[src/design/point_cloud_range_gate_transform_macros.svh]
// Assertion helpers shared by prc_queue, prc_back and the top-level design file.
`ifndef POINT_CLOUD_RANGE_GATE_TRANSFORM_MACROS_SVH
`define POINT_CLOUD_RANGE_GATE_TRANSFORM_MACROS_SVH

`ifndef SYNTHESIS
`define PRC_ASSERT_IMPLIES(label, clk, rstn, ante, cons) \
    label: assert property (@(posedge clk) disable iff (!rstn) (ante) |-> (cons)) \
        else $error("%m: property failed");
`define PRC_ASSERT_NEXT(label, clk, rstn, ante, cons) \
    label: assert property (@(posedge clk) disable iff (!rstn) (ante) |=> (cons)) \
        else $error("%m: property failed");
`else
`define PRC_ASSERT_IMPLIES(label, clk, rstn, ante, cons)
`define PRC_ASSERT_NEXT(label, clk, rstn, ante, cons)
`endif

`endif

[src/design/prc_pkg.sv]
package prc_pkg;

    localparam int COUNT_WIDTH_DEF     = 20;
    localparam int COORD_FRAC_BITS_DEF = 12;

    localparam int COORD_W       = 24;
    localparam int COEF_W        = 18;
    localparam int VAR_W         = 32;
    localparam int CFG_W         = 54;
    localparam int CFG_ADDR_W    = 3;
    localparam int POINT_LIMIT_W = 20;
    localparam int PROD_W        = COEF_W + COORD_W;
    localparam int SUM_W         = PROD_W + 2;
    localparam int ROUND_BITS    = 16;
    localparam int OUT_PRE_W     = SUM_W - ROUND_BITS + 1;
    localparam int RSQ_W         = 2 * COORD_W;
    localparam int QUEUE_DEPTH   = 8;
    localparam int QUEUE_PTR_W   = $clog2(QUEUE_DEPTH);

    localparam logic [CFG_W-1:0]         ROT_ROW0_RST    = 54'd65536;
    localparam logic [CFG_W-1:0]         ROT_ROW1_RST    = 54'd17179869184;
    localparam logic [CFG_W-1:0]         ROT_ROW2_RST    = 54'd4503599627370496;
    localparam logic [2*COORD_W-1:0]     RANGE_RST       = 48'd618475290993;
    localparam logic [VAR_W-1:0]         DEF_VAR_RST     = 32'd10486;
    localparam logic [POINT_LIMIT_W-1:0] POINT_LIMIT_RST = 20'd60000;

    typedef enum logic [CFG_ADDR_W-1:0] {
        REG_ROT_ROW0,
        REG_ROT_ROW1,
        REG_ROT_ROW2,
        REG_TRANS_XY,
        REG_TRANS_Z,
        REG_RANGE_LIMITS,
        REG_DEF_VAR,
        REG_POINT_LIMIT
    } prc_reg_t;

    typedef struct packed {
        logic signed [COORD_W-1:0] x_in;
        logic signed [COORD_W-1:0] y_in;
        logic signed [COORD_W-1:0] z_in;
        logic                      coords_valid;
        logic [VAR_W-1:0]          variance_in;
        logic                      variance_present;
        logic                      frame_last;
    } prc_in_t;

    typedef struct packed {
        logic signed [COORD_W-1:0] x_out;
        logic signed [COORD_W-1:0] y_out;
        logic signed [COORD_W-1:0] z_out;
        logic [VAR_W-1:0]          variance_out;
        logic                      point_present;
        logic                      frame_end;
    } prc_out_t;

    typedef struct packed {
        logic [CFG_W-1:0]          rot_row0;
        logic [CFG_W-1:0]          rot_row1;
        logic [CFG_W-1:0]          rot_row2;
        logic signed [COORD_W-1:0] trans_x;
        logic signed [COORD_W-1:0] trans_y;
        logic signed [COORD_W-1:0] trans_z;
        logic [COORD_W-1:0]        range_min;
        logic [COORD_W-1:0]        range_max;
    } prc_xform_cfg_t;

    typedef struct packed {
        logic signed [COORD_W-1:0] x;
        logic signed [COORD_W-1:0] y;
        logic signed [COORD_W-1:0] z;
        logic [VAR_W-1:0]          variance;
        logic                      variance_ok;
        logic                      keep;
        logic                      last;
    } prc_entry_t;

endpackage

[src/design/prc_queue.sv]
`include "point_cloud_range_gate_transform_macros.svh"

module prc_queue (
    input  logic                                aclk,
    input  logic                                aresetn,
    input  logic                                push,
    input  prc_pkg::prc_entry_t                 push_data,
    input  logic                                pop,
    output logic                                head_valid,
    output prc_pkg::prc_entry_t                 head,
    output logic [prc_pkg::QUEUE_PTR_W:0]       count
);

    prc_pkg::prc_entry_t                  mem [prc_pkg::QUEUE_DEPTH];
    logic [prc_pkg::QUEUE_PTR_W-1:0]      wr_ptr_reg, rd_ptr_reg;
    logic [prc_pkg::QUEUE_PTR_W:0]        count_reg, count_next;

    always_comb begin
        count_next = count_reg;
        if (push && !pop) begin
            count_next = count_reg + 1'b1;
        end else if (pop && !push) begin
            count_next = count_reg - 1'b1;
        end
    end

    always_ff @(posedge aclk) begin
        if (!aresetn) begin
            wr_ptr_reg <= '0;
            rd_ptr_reg <= '0;
            count_reg  <= '0;
        end else begin
            if (push) begin
                wr_ptr_reg <= wr_ptr_reg + 1'b1;
            end
            if (pop) begin
                rd_ptr_reg <= rd_ptr_reg + 1'b1;
            end
            count_reg <= count_next;
        end
        if (push) begin
            mem[wr_ptr_reg] <= push_data;
        end
    end

    assign head_valid = (count_reg != '0);
    assign head       = mem[rd_ptr_reg];
    assign count      = count_reg;

    `PRC_ASSERT_IMPLIES(a_count_bound, aclk, aresetn, 1'b1, count_reg <= prc_pkg::QUEUE_DEPTH)
    `PRC_ASSERT_IMPLIES(a_pop_nonempty, aclk, aresetn, pop, count_reg != '0)

endmodule

[config.mk]
export PLATFORM = sky130hd
export DESIGN_NAME = prc_queue
export DESIGN_NICKNAME = d
export VERILOG_FILES = /design/src/design/prc_pkg.sv /design/src/design/prc_queue.sv
export VERILOG_INCLUDE_DIRS = /design/src /design/src/design
export SDC_FILE = /design/constraint.sdc
export NUM_CORES = 1
export LEC_CHECK = 0
export ABC_AREA = 1
export BUFFER_PORTS_ARGS = -buffer_cell sky130_fd_sc_hd__buf_4
export CAP_MARGIN = 20
export CORE_MARGIN = 2
export CORE_UTILIZATION = 45
export CTS_CLUSTER_SIZE = 12
export DETAILED_ROUTE_END_ITERATION = 12
export GPL_ROUTABILITY_DRIVEN = 0
export REMOVE_ABC_BUFFERS = 1
export SKIP_CTS_REPAIR_TIMING = 1
export SYNTH_ARGS = -nofsm -noshare
export SYNTH_HDL_FRONTEND = slang
export SYNTH_SLANG_ARGS = --single-unit
[constraint.sdc]
create_clock -name aclk -period 10.1 [get_ports aclk]
set_input_delay 1.01 -clock aclk [delete_from_list [all_inputs] [get_ports aclk]]
set_output_delay 1.01 -clock aclk [all_outputs]
set_load 0.02 [all_outputs]
==> summary.md <==
| Metric | Value |
|---|---|
| Result of the run | `completed` |
| Worst slack after detailed placement | `about 5300 ps` |
| Site Rows | `101` |
| Post-layout worst setup margin | `between 4000 and 5000 ps` |
| Seq/Total Area, Yosys | `0.7460` |
| Number of input and output port buffers inserted | `around 220` |
| Number of nets still failing antenna checks after routing | `0` |
| Max Clock Freq | `184.1 MHz` |
| Crit-path slowest cell | `dfxtp_4` |
| Placed Instances | `~4,000` |
| Flip-flop and latch count after synthesis | `roughly 870` |
| Largest net degree at the start of global routing | `approximately 250` |
| Clock buffer count from CTS | `90` |
| Unique masters post-synth | `22` |
| Htree depth | `3` |
| Worst hold start | `wr_ptr_reg[0]` |
| Critical path data arrival time | `roughly 4400 ps` |
| Number of antenna violations at the first check in global routing | `14` |
| Max-slew violation count | `0` |
| Most common cell in the synthesized netlist | `nor2_1` |
| Clock-pin transition on the worst setup and hold timing paths | `60 ps` |
| Flip-flop count of the largest register after layout | `roughly 860` |
| Non-filler cells in the finished layout | `approximately 4,200` |
| Count of flip-flops with a built-in enable after synthesis | `~860` |
| Area of the mapped netlist | `34,800 sq um` |
| Layout area overhead | `14.17%` |
| Worst-skew pair later-pin latency | `between 600 and 700 ps` |
| Largest stage delay on the critical path | `1000 ps` |
| Total Routing Usage GR | `0.2078` |
| Post-synth top area cell | `edfxtp_1` |
| Post-synthesis cell count | `2,929` |
| Required arrival time at the worst endpoint | `approximately 9100 ps` |
| Die Area | `just under 80,000 sq um` |
| Top-level I/O count | `~220` |
| Drc violations | `0` |
| Effective utilization at floorplan | `0.4567` |
| FFs w/ async S/R, synth | `0` |
| Fraction of layout instances using a drive strength above 1 | `0.1197` |
| Detailed-route vias per instance | `5.141` |
| Root buf cell | `clkbuf_16` |
| Synth Warn # | `0` |
| Core Box Area | `between 70,000 and 80,000 sq um` |
| Launch point of the worst reg-to-reg path | `wr_ptr_reg[0]` |
| Total wire length | `82.77 mm` |
| Number of hold violations in the final report | `0` |
| Series of cell instances along the critical path | `clkinv_8 -> buf_4 -> o21ai_0 -> nand2_1 -> nand2_1 -> nand2_1 -> buf_4` |
| Detailed-route via count | `21,650` |
| Initial DRC count | `1,571` |
| Most common cell on crit path | `nand2_1` |
| Horizontal extent of the die | `about 280 um` |
| Number of search-and-repair iterations in the first detailed-routing pass | `7` |
| Vias in the first global route | `approximately 21,000` |
| Highest net fanout along the worst path | `~240` |
| Share of the synthesized area in the top cell type | `0.7385` |
| Worst vdd ir | `about 190 uV` |
| Power density of the placed cells | `just over 200 nW/um^2` |
| Die outline height | `between 200 and 300 um` |
| Total grt overflow | `0` |
| Synth top area cells | `edfxtp_1 (74%), nor2_1 (9.4%), nand2_1 (5.9%)` |
| Path category of the worst min-delay check | `reg -> reg` |
| CTS max path bufs | `3` |
| Sort of element at the end of the critical path | `output port` |
| Min Clock Period, post-route | `between 5000 and 6000 ps` |
| Worst-case clock skew | `17.75 ps` |
| Most instantiated flip-flop cell in the synthesis netlist | `edfxtp_1` |
| Number of clock sinks seen by CTS | `a little under 900` |
| Setup violators final | `0` |
| Path type of the worst setup path | `reg -> out` |
| Worst slew margin | `0.1446` |
| Number of nets in the layout | `about 3,200` |
| Leakage power figure | `14.52 nW` |
| Setup repair after global routing missed its margin | `false` |
| Post-route fraction of the period consumed by the critical path | `0.5377` |
| Per-cell routed wire length | `a little under 20 um` |
| TritonCTS clock tree | `built` |
| Accumulated negative setup slack | `0 ps` |
| First-pass GRT wire length | `approximately 120 mm` |
| Syn Area/Cell | `approximately 12 sq um` |
| Synth cell count leaders | `nor2_1 (875), edfxtp_1 (856), nand2_1 (551), o21ai_1 (244), o21ai_0 (190)` |
| Half-perimeter wire length after placement | `41.64 mm` |
| Startpoint kind of the worst setup timing path | `register` |
| Max-cap violation count | `0` |
| Least-Margin Pin Slew | `around 1300 ps` |
[placed cells by master, fill, tap and decap left out, types with 3 or more instances in the layout]
master	instances
a21oi_1	6
buf_4	255
clkbuf_1	29
clkbuf_16	94
clkinv_1	18
clkinv_2	6
dfxtp_1	10
dfxtp_4	3
diode_2	6
edfxtp_1	856
ha_1	5
inv_1	12
nand2_1	551
nand3_1	4
nor2_1	867
nor2_4	8
o21ai_0	190
o21ai_1	244
[worst paths after layout]
path,endpoint,slack (ps),cells after the start
worst max-delay path,head[28],4670,7
worst min register to register,wr_ptr_reg[0],510,2
worst min-delay path,wr_ptr_reg[0],510,2
worst max register to register,mem[6][2],7310,3
[kinds of logic after synthesis]
kind of cell / count (synthesis) / synth area share
AOI/OAI and AO/OA: 440 / 0.06327
xor gates and xnor gates: 2 / 0.0005034
adders and majority gates: 6 / 0.002373
buffers and inverters: 180 / 0.03311
DFF: 869 / 0.7460
and+or+nand+nor: 1432 / 0.1547
[cell type report]
cell class | instances | area [sq um]
Antenna cell | 6 | 15.01
Clock buffer | 125 | 2489
Clock inverter | 29 | 188.9
Fill cell | 6442 | 36470
Inverter | 15 | 76.32
Multi-Input combinational cell | 1880 | 7747
Sequential cell | 869 | 25980
Tap cell | 1030 | 1289
Timing Repair Buffer | 257 | 1954
[stage by stage]
step                total power, mW  instance area, sq um  hold WS, ps    util
CTS                           8.132                 39680        512.9  0.5207
global route                  8.367                 39730        552.0  0.5214
detailed placement            5.087                 37000        506.1  0.4856
finish                        8.047                 39740        507.9  0.5215
floorplan                     4.747                 33710        469.2       -
global placement              5.068                 37000        476.1  0.4856
[per-layer routing]
layer	track usage	vias up	wire length, um
li1	-	10400	-
met1	0.2759	10570	35660
met2	0.3473	531	39960
met3	0.04427	132	5432
met4	0.05701	16	1623
met5	0	-	96
[report_power, final]
part           internal (mW)  switching [mW]
Combinational          0.296           0.613
Clock                   1.76            1.29
Sequential              4.05          0.0403
Total                   6.10            1.95
[critical path, delay by kind of cell, from the launching register on]
family | cells | cell delay (ps)
AND/OR/NAND/NOR | 3 | 270
flip-flops | 1 | 1000
AO/OA/AOI/OAI | 1 | 300
buffers and inverters | 3 | 1750
Note: power is estimated with default switching activity, not from simulation.
