### config.mk
export PLATFORM = sky130hd
export DESIGN_NAME = prc_back
export DESIGN_NICKNAME = d
export VERILOG_FILES = /design/src/design/prc_pkg.sv /design/src/design/prc_back.sv
export VERILOG_INCLUDE_DIRS = /design/src /design/src/design
export SDC_FILE = /design/constraint.sdc
export NUM_CORES = 1
export LEC_CHECK = 0
export ABC_AREA = 1
export BUFFER_PORTS_ARGS = -buffer_cell sky130_fd_sc_hd__buf_2
export CORE_UTILIZATION = 46
export CTS_CLUSTER_DIAMETER = 40
export DETAILED_ROUTE_END_ITERATION = 8
export PLACE_DENSITY = 0.85
export SYNTH_ARGS = -nofsm -noshare
export SYNTH_HDL_FRONTEND = slang
export SYNTH_SLANG_ARGS = --single-unit
### constraint.sdc
create_clock -name aclk -period 2.6 [get_ports aclk]
set_input_delay 0.26 -clock aclk [delete_from_list [all_inputs] [get_ports aclk]]
set_output_delay 0.26 -clock aclk [all_outputs]
set_load 0.01 [all_outputs]
### src/design/point_cloud_range_gate_transform_macros.svh
// Assertion helpers shared by prc_queue, prc_back and the top-level design file.
`ifndef POINT_CLOUD_RANGE_GATE_TRANSFORM_MACROS_SVH
`define POINT_CLOUD_RANGE_GATE_TRANSFORM_MACROS_SVH

`ifndef SYNTHESIS
`define PRC_ASSERT_IMPLIES(label, clk, rstn, ante, cons) \
    label: assert property (@(posedge clk) disable iff (!rstn) (ante) |-> (cons)) \
        else $error("%m: property failed");
`define PRC_ASSERT_NEXT(label, clk, rstn, ante, cons) \
    label: assert property (@(posedge clk) disable iff (!rstn) (ante) |=> (cons)) \
        else $error("%m: property failed");
`else
`define PRC_ASSERT_IMPLIES(label, clk, rstn, ante, cons)
`define PRC_ASSERT_NEXT(label, clk, rstn, ante, cons)
`endif

`endif

### src/design/prc_pkg.sv
package prc_pkg;

    localparam int COUNT_WIDTH_DEF     = 20;
    localparam int COORD_FRAC_BITS_DEF = 12;

    localparam int COORD_W       = 24;
    localparam int COEF_W        = 18;
    localparam int VAR_W         = 32;
    localparam int CFG_W         = 54;
    localparam int CFG_ADDR_W    = 3;
    localparam int POINT_LIMIT_W = 20;
    localparam int PROD_W        = COEF_W + COORD_W;
    localparam int SUM_W         = PROD_W + 2;
    localparam int ROUND_BITS    = 16;
    localparam int OUT_PRE_W     = SUM_W - ROUND_BITS + 1;
    localparam int RSQ_W         = 2 * COORD_W;
    localparam int QUEUE_DEPTH   = 8;
    localparam int QUEUE_PTR_W   = $clog2(QUEUE_DEPTH);

    localparam logic [CFG_W-1:0]         ROT_ROW0_RST    = 54'd65536;
    localparam logic [CFG_W-1:0]         ROT_ROW1_RST    = 54'd17179869184;
    localparam logic [CFG_W-1:0]         ROT_ROW2_RST    = 54'd4503599627370496;
    localparam logic [2*COORD_W-1:0]     RANGE_RST       = 48'd618475290993;
    localparam logic [VAR_W-1:0]         DEF_VAR_RST     = 32'd10486;
    localparam logic [POINT_LIMIT_W-1:0] POINT_LIMIT_RST = 20'd60000;

    typedef enum logic [CFG_ADDR_W-1:0] {
        REG_ROT_ROW0,
        REG_ROT_ROW1,
        REG_ROT_ROW2,
        REG_TRANS_XY,
        REG_TRANS_Z,
        REG_RANGE_LIMITS,
        REG_DEF_VAR,
        REG_POINT_LIMIT
    } prc_reg_t;

    typedef struct packed {
        logic signed [COORD_W-1:0] x_in;
        logic signed [COORD_W-1:0] y_in;
        logic signed [COORD_W-1:0] z_in;
        logic                      coords_valid;
        logic [VAR_W-1:0]          variance_in;
        logic                      variance_present;
        logic                      frame_last;
    } prc_in_t;

    typedef struct packed {
        logic signed [COORD_W-1:0] x_out;
        logic signed [COORD_W-1:0] y_out;
        logic signed [COORD_W-1:0] z_out;
        logic [VAR_W-1:0]          variance_out;
        logic                      point_present;
        logic                      frame_end;
    } prc_out_t;

    typedef struct packed {
        logic [CFG_W-1:0]          rot_row0;
        logic [CFG_W-1:0]          rot_row1;
        logic [CFG_W-1:0]          rot_row2;
        logic signed [COORD_W-1:0] trans_x;
        logic signed [COORD_W-1:0] trans_y;
        logic signed [COORD_W-1:0] trans_z;
        logic [COORD_W-1:0]        range_min;
        logic [COORD_W-1:0]        range_max;
    } prc_xform_cfg_t;

    typedef struct packed {
        logic signed [COORD_W-1:0] x;
        logic signed [COORD_W-1:0] y;
        logic signed [COORD_W-1:0] z;
        logic [VAR_W-1:0]          variance;
        logic                      variance_ok;
        logic                      keep;
        logic                      last;
    } prc_entry_t;

endpackage

### src/design/prc_back.sv
`include "point_cloud_range_gate_transform_macros.svh"

module prc_back #(
    parameter int COUNT_WIDTH = prc_pkg::COUNT_WIDTH_DEF
) (
    input  logic                               aclk,
    input  logic                               aresetn,
    input  logic                               head_valid,
    input  prc_pkg::prc_entry_t                head,
    input  logic [prc_pkg::VAR_W-1:0]          dflt_var,
    input  logic [prc_pkg::POINT_LIMIT_W-1:0]  point_limit,
    output logic                               pop,
    output logic                               m_valid,
    output prc_pkg::prc_out_t                  m_data,
    input  logic                               m_ready
);

    localparam int CMP_W = (COUNT_WIDTH > prc_pkg::POINT_LIMIT_W) ? COUNT_WIDTH
                                                                  : prc_pkg::POINT_LIMIT_W;

    logic [COUNT_WIDTH-1:0] count_reg, count_next;
    logic                   m_valid_reg, m_valid_next;
    prc_pkg::prc_out_t      m_data_reg, m_data_next;
    logic                   keep;
    logic                   emit;

    always_comb begin
        pop  = head_valid && (!m_valid_reg || m_ready);
        keep = head.keep && (CMP_W'(count_reg) < CMP_W'(point_limit)) && !(&count_reg);
        emit = pop && (keep || head.last);

        count_next = count_reg;
        if (pop) begin
            if (head.last) begin
                count_next = '0;
            end else if (keep) begin
                count_next = count_reg + 1'b1;
            end
        end

        m_valid_next = m_valid_reg;
        if (emit) begin
            m_valid_next = 1'b1;
        end else if (m_ready) begin
            m_valid_next = 1'b0;
        end

        m_data_next               = m_data_reg;
        if (emit) begin
            m_data_next.x_out         = keep ? head.x : '0;
            m_data_next.y_out         = keep ? head.y : '0;
            m_data_next.z_out         = keep ? head.z : '0;
            m_data_next.variance_out  = !keep ? '0
                                      : (head.variance_ok ? head.variance : dflt_var);
            m_data_next.point_present = keep;
            m_data_next.frame_end     = head.last;
        end
    end

    always_ff @(posedge aclk) begin
        if (!aresetn) begin
            count_reg   <= '0;
            m_valid_reg <= 1'b0;
        end else begin
            count_reg   <= count_next;
            m_valid_reg <= m_valid_next;
        end
        m_data_reg <= m_data_next;
    end

    assign m_valid = m_valid_reg;
    assign m_data  = m_data_reg;

    `PRC_ASSERT_NEXT(a_frame_clears, aclk, aresetn, pop && head.last, count_reg == '0)
    `PRC_ASSERT_NEXT(a_kept_counts, aclk, aresetn, pop && !head.last && keep,
        count_reg == COUNT_WIDTH'($past(count_reg) + 1'b1))

endmodule

==> summary.txt <==
Synth
  – Register area share after synthesis: about three fifths
  – Post-synthesis cell count: ~650
  – Synth top area share: 51.9%
  – Area contributors post-synth: edfxtp_1, nor2_1, inv_1
  – YS warnings: 0
  – Post-synth top area cell: edfxtp_1
  – FF+latch count, synth: 127
  – Netlist cell types: 27
  – Mapped Avg Cell Area: 9.47 sq um
  – Cell area after synthesis: 0.00614 sq mm
  – Syn_nets: 831

CTS
  – Worst-skew pair later-pin latency: between 400 and 500 ps
  – CTS Buffer Depth: 2
  – Post-CTS Hold Fix Bufs: 0
  – Clock-pin slew on the worst setup and hold paths: approximately 60 ps
  – CTS HTree Levels: 4
  – Post_cts resized: 0
  – CTS Buf Count: 17
  – Root Buffer: clkbuf_16
  – Number of setup buffers added after CTS: 0
  – Clk sinks: roughly 130
  – CTS tree: yes

Min path
  – Hold WC Path Type: in -> reg
  – Worst hold endpoint: m_data[0]
  – Worst hold path cell count: 1
  – Hold_sp: head[0]

Placed design
  – Number of port buffers: between 200 and 300
  – Hpwl dp: 11800 microns
  – Placed insts: roughly 1100
  – RD Place Congestion: ~0.87
  – Dpl ws: 259 ps

STA
  – Worst Tran Pin Value: roughly 550 ps
  – Count of final hold-check violations: 0
  – Final worst path period share: 89.8%
  – Final slew viol count: 0
  – Final setup viols: 0
  – Final min period: between 2000 and 2500 ps
  – Unrepaired setup endpoints after global routing: false
  – Fmax achieved: ~0.43 GHz
  – Fin Setup TNS: 0 ps
  – Final worst slack: roughly 270 ps
  – Clock Skew: 8.19 ps
  – Slew HR: 63.3%

Power
  – Sw Ratio: 25.9%
  – VDD IR max: 0.380 mV
  – Pwr Density: 654 mW/mm^2
  – Clock share of power: 41.1%
  – Logic gate share of total power: between 10% and 20%
  – Switching Power: 1.41 mW
  – Internal: 4.03 mW
  – Leak pwr: roughly 4.2 nW
  – Tot Pwr: 5.43 mW
  – Reg power frac: 44.9%

Worst setup path
  – Worst flop-to-flop path endpoint: m_data[76]
  – Reg-to-reg startpoint: count_reg[17]
  – R2R Setup Slk: 270 ps
  – FF-to-FF path depth: 11
  – Nature of the critical path endpoint: flop
  – Worst EP required: about 2700 ps
  – Type of the worst setup path: reg -> reg
  – Crit start category: flop
  – Critical Path Fanout Max: 42
  – Critical path arrival: ~2400 ps

Global route
  – Grt total ovfl: 0
  – GRT Resource Usage Total: 23.4%
  – Largest net degree at the start of global routing: 106
  – Vias in the first global route: 5085
  – Initial antenna violation count: 1
  – First-pass GRT wire length: between 20000 and 30000 microns

Floorplanning
  – Row count: 41
  – Chip Width: 118 microns
  – Core ar.: 0.0128 sq mm
  – # IOs: 271
  – Die extent in y: 118 microns
  – Die ar.: 0.0138 sq mm
  – Starting density of the core: 47.9%

Finish
  – Layout cells sized above 1: 34.2%
  – Max reg flops: between 100 and 150
  – Post-Layout Cell Count: approximately 1100
  – Nets@finish: 1108
  – Synthesis-to-finish area growth: 35.4%

Detailed routing
  – TritonRoute pass-1 iters: 4
  – Residual DRC count: 0
  – Vias per inst: roughly 4.7
  – Routed Antenna Nets: 0
  – Wire per inst: 14.1 microns
  – Via count: 5192
  – Routed WL: 15700 microns
  – Starting DRT DRC Count: 339

Run
  – Max Cap Viol: 0

Outcome
  – Status: finished clean
through the flow:
stage	hold slack, ps	cell area (sq um)	util, %
floorplan	359	6140	-
global placement	497	7740	60.4
detailed placement	487	7740	60.4
CTS	120	8310	64.8
global route	139	8310	64.8
finish	142	8310	64.8
cell usage after synthesis (all sizes together):
| library cell | instances |
|---|---|
| a21oi | 13 |
| and2 | 1 |
| buf | 13 |
| clkbuf | 12 |
| dfxtp | 21 |
| edfxtp | 106 |
| ha | 20 |
| inv | 124 |
| mux2i | 32 |
| nand2 | 83 |
| nand3 | 37 |
| nand3b | 1 |
| nand4 | 6 |
| nor2 | 158 |
| nor3 | 5 |
| o211ai | 1 |
| o21ai | 8 |
| o21bai | 4 |
| o311ai | 3 |
final cells by class:
class	count	area [sq um]
Sequential cell	127	3600
Multi-Input combinational cell	372	1940
Clock inverter	14	135
Antenna cell	1	2.50
Fill cell	1066	4520
Inverter	124	468
Tap cell	172	215
Clock buffer	18	429
Timing Repair Buffer	283	1510
layout by cell type, fill, tap and decap left out, types with 5 or more instances in the layout:
| cell | count |
|---|---|
| buf_2 | 270 |
| nor2_1 | 156 |
| ha_1 | 20 |
| o21ai_0 | 8 |
| a21oi_1 | 13 |
| buf_4 | 8 |
| nand3_1 | 35 |
| mux2i_1 | 32 |
| clkbuf_16 | 17 |
| nand2_1 | 81 |
| clkinvlp_4 | 5 |
| nand4_1 | 6 |
| dfxtp_1 | 21 |
| edfxtp_1 | 106 |
| inv_1 | 123 |
| buf_12 | 5 |
cell families after synthesis:
family,count (synthesis),share of synthesized area (%)
multiplexers,32,5.22
buffers and inverters,149,9.74
flip-flops,127,58.7
adder cells (fa/ha/maj),20,4.08
AND/OR/NAND/NOR,291,19.5
AO/OA/AOI/OAI,29,2.75
per-layer routing:
layer	wire [microns]	GRT usage (%)
met5	0	0
met3	1020	6.15
met2	8200	42.6
met4	350	9.78
met1	6150	25.8
worst max-delay path by stage:
stage,from,to,slack [ps],cells after the start
2_1_floorplan,count_reg[17],m_data[0],230,11
3_3_place_gp,point_limit[17],m_data[52],320,13
3_5_place_dp,point_limit[17],m_data[75],260,13
4_1_cts,count_reg[17],m_data[50],260,11
5_1_grt,count_reg[11],m_data[99],70,13
6_report,count_reg[17],m_data[76],270,11
worst max-delay path, cell delays in order (launching register included):
cell     delay, ps
dfxtp_1        420
ha_1           280
nand2_1         70
inv_1           30
o21ai_0        140
nand4_1        120
nor2_1         180
nand3_4        110
nand2_2         80
nand2_2         90
inv_4          190
buf_12         280
power by group through the flow:
stage          clock, mW  combinational [mW]  sequential (mW)
2_1_floorplan          0               0.343             2.54
3_3_place_gp           0               0.744             2.47
3_5_place_dp           0               0.760             2.48
4_1_cts             2.27               0.765             2.44
5_1_grt             2.35               0.843             2.45
6_report            2.23               0.758             2.44
(Power assumes the default switching activity.)
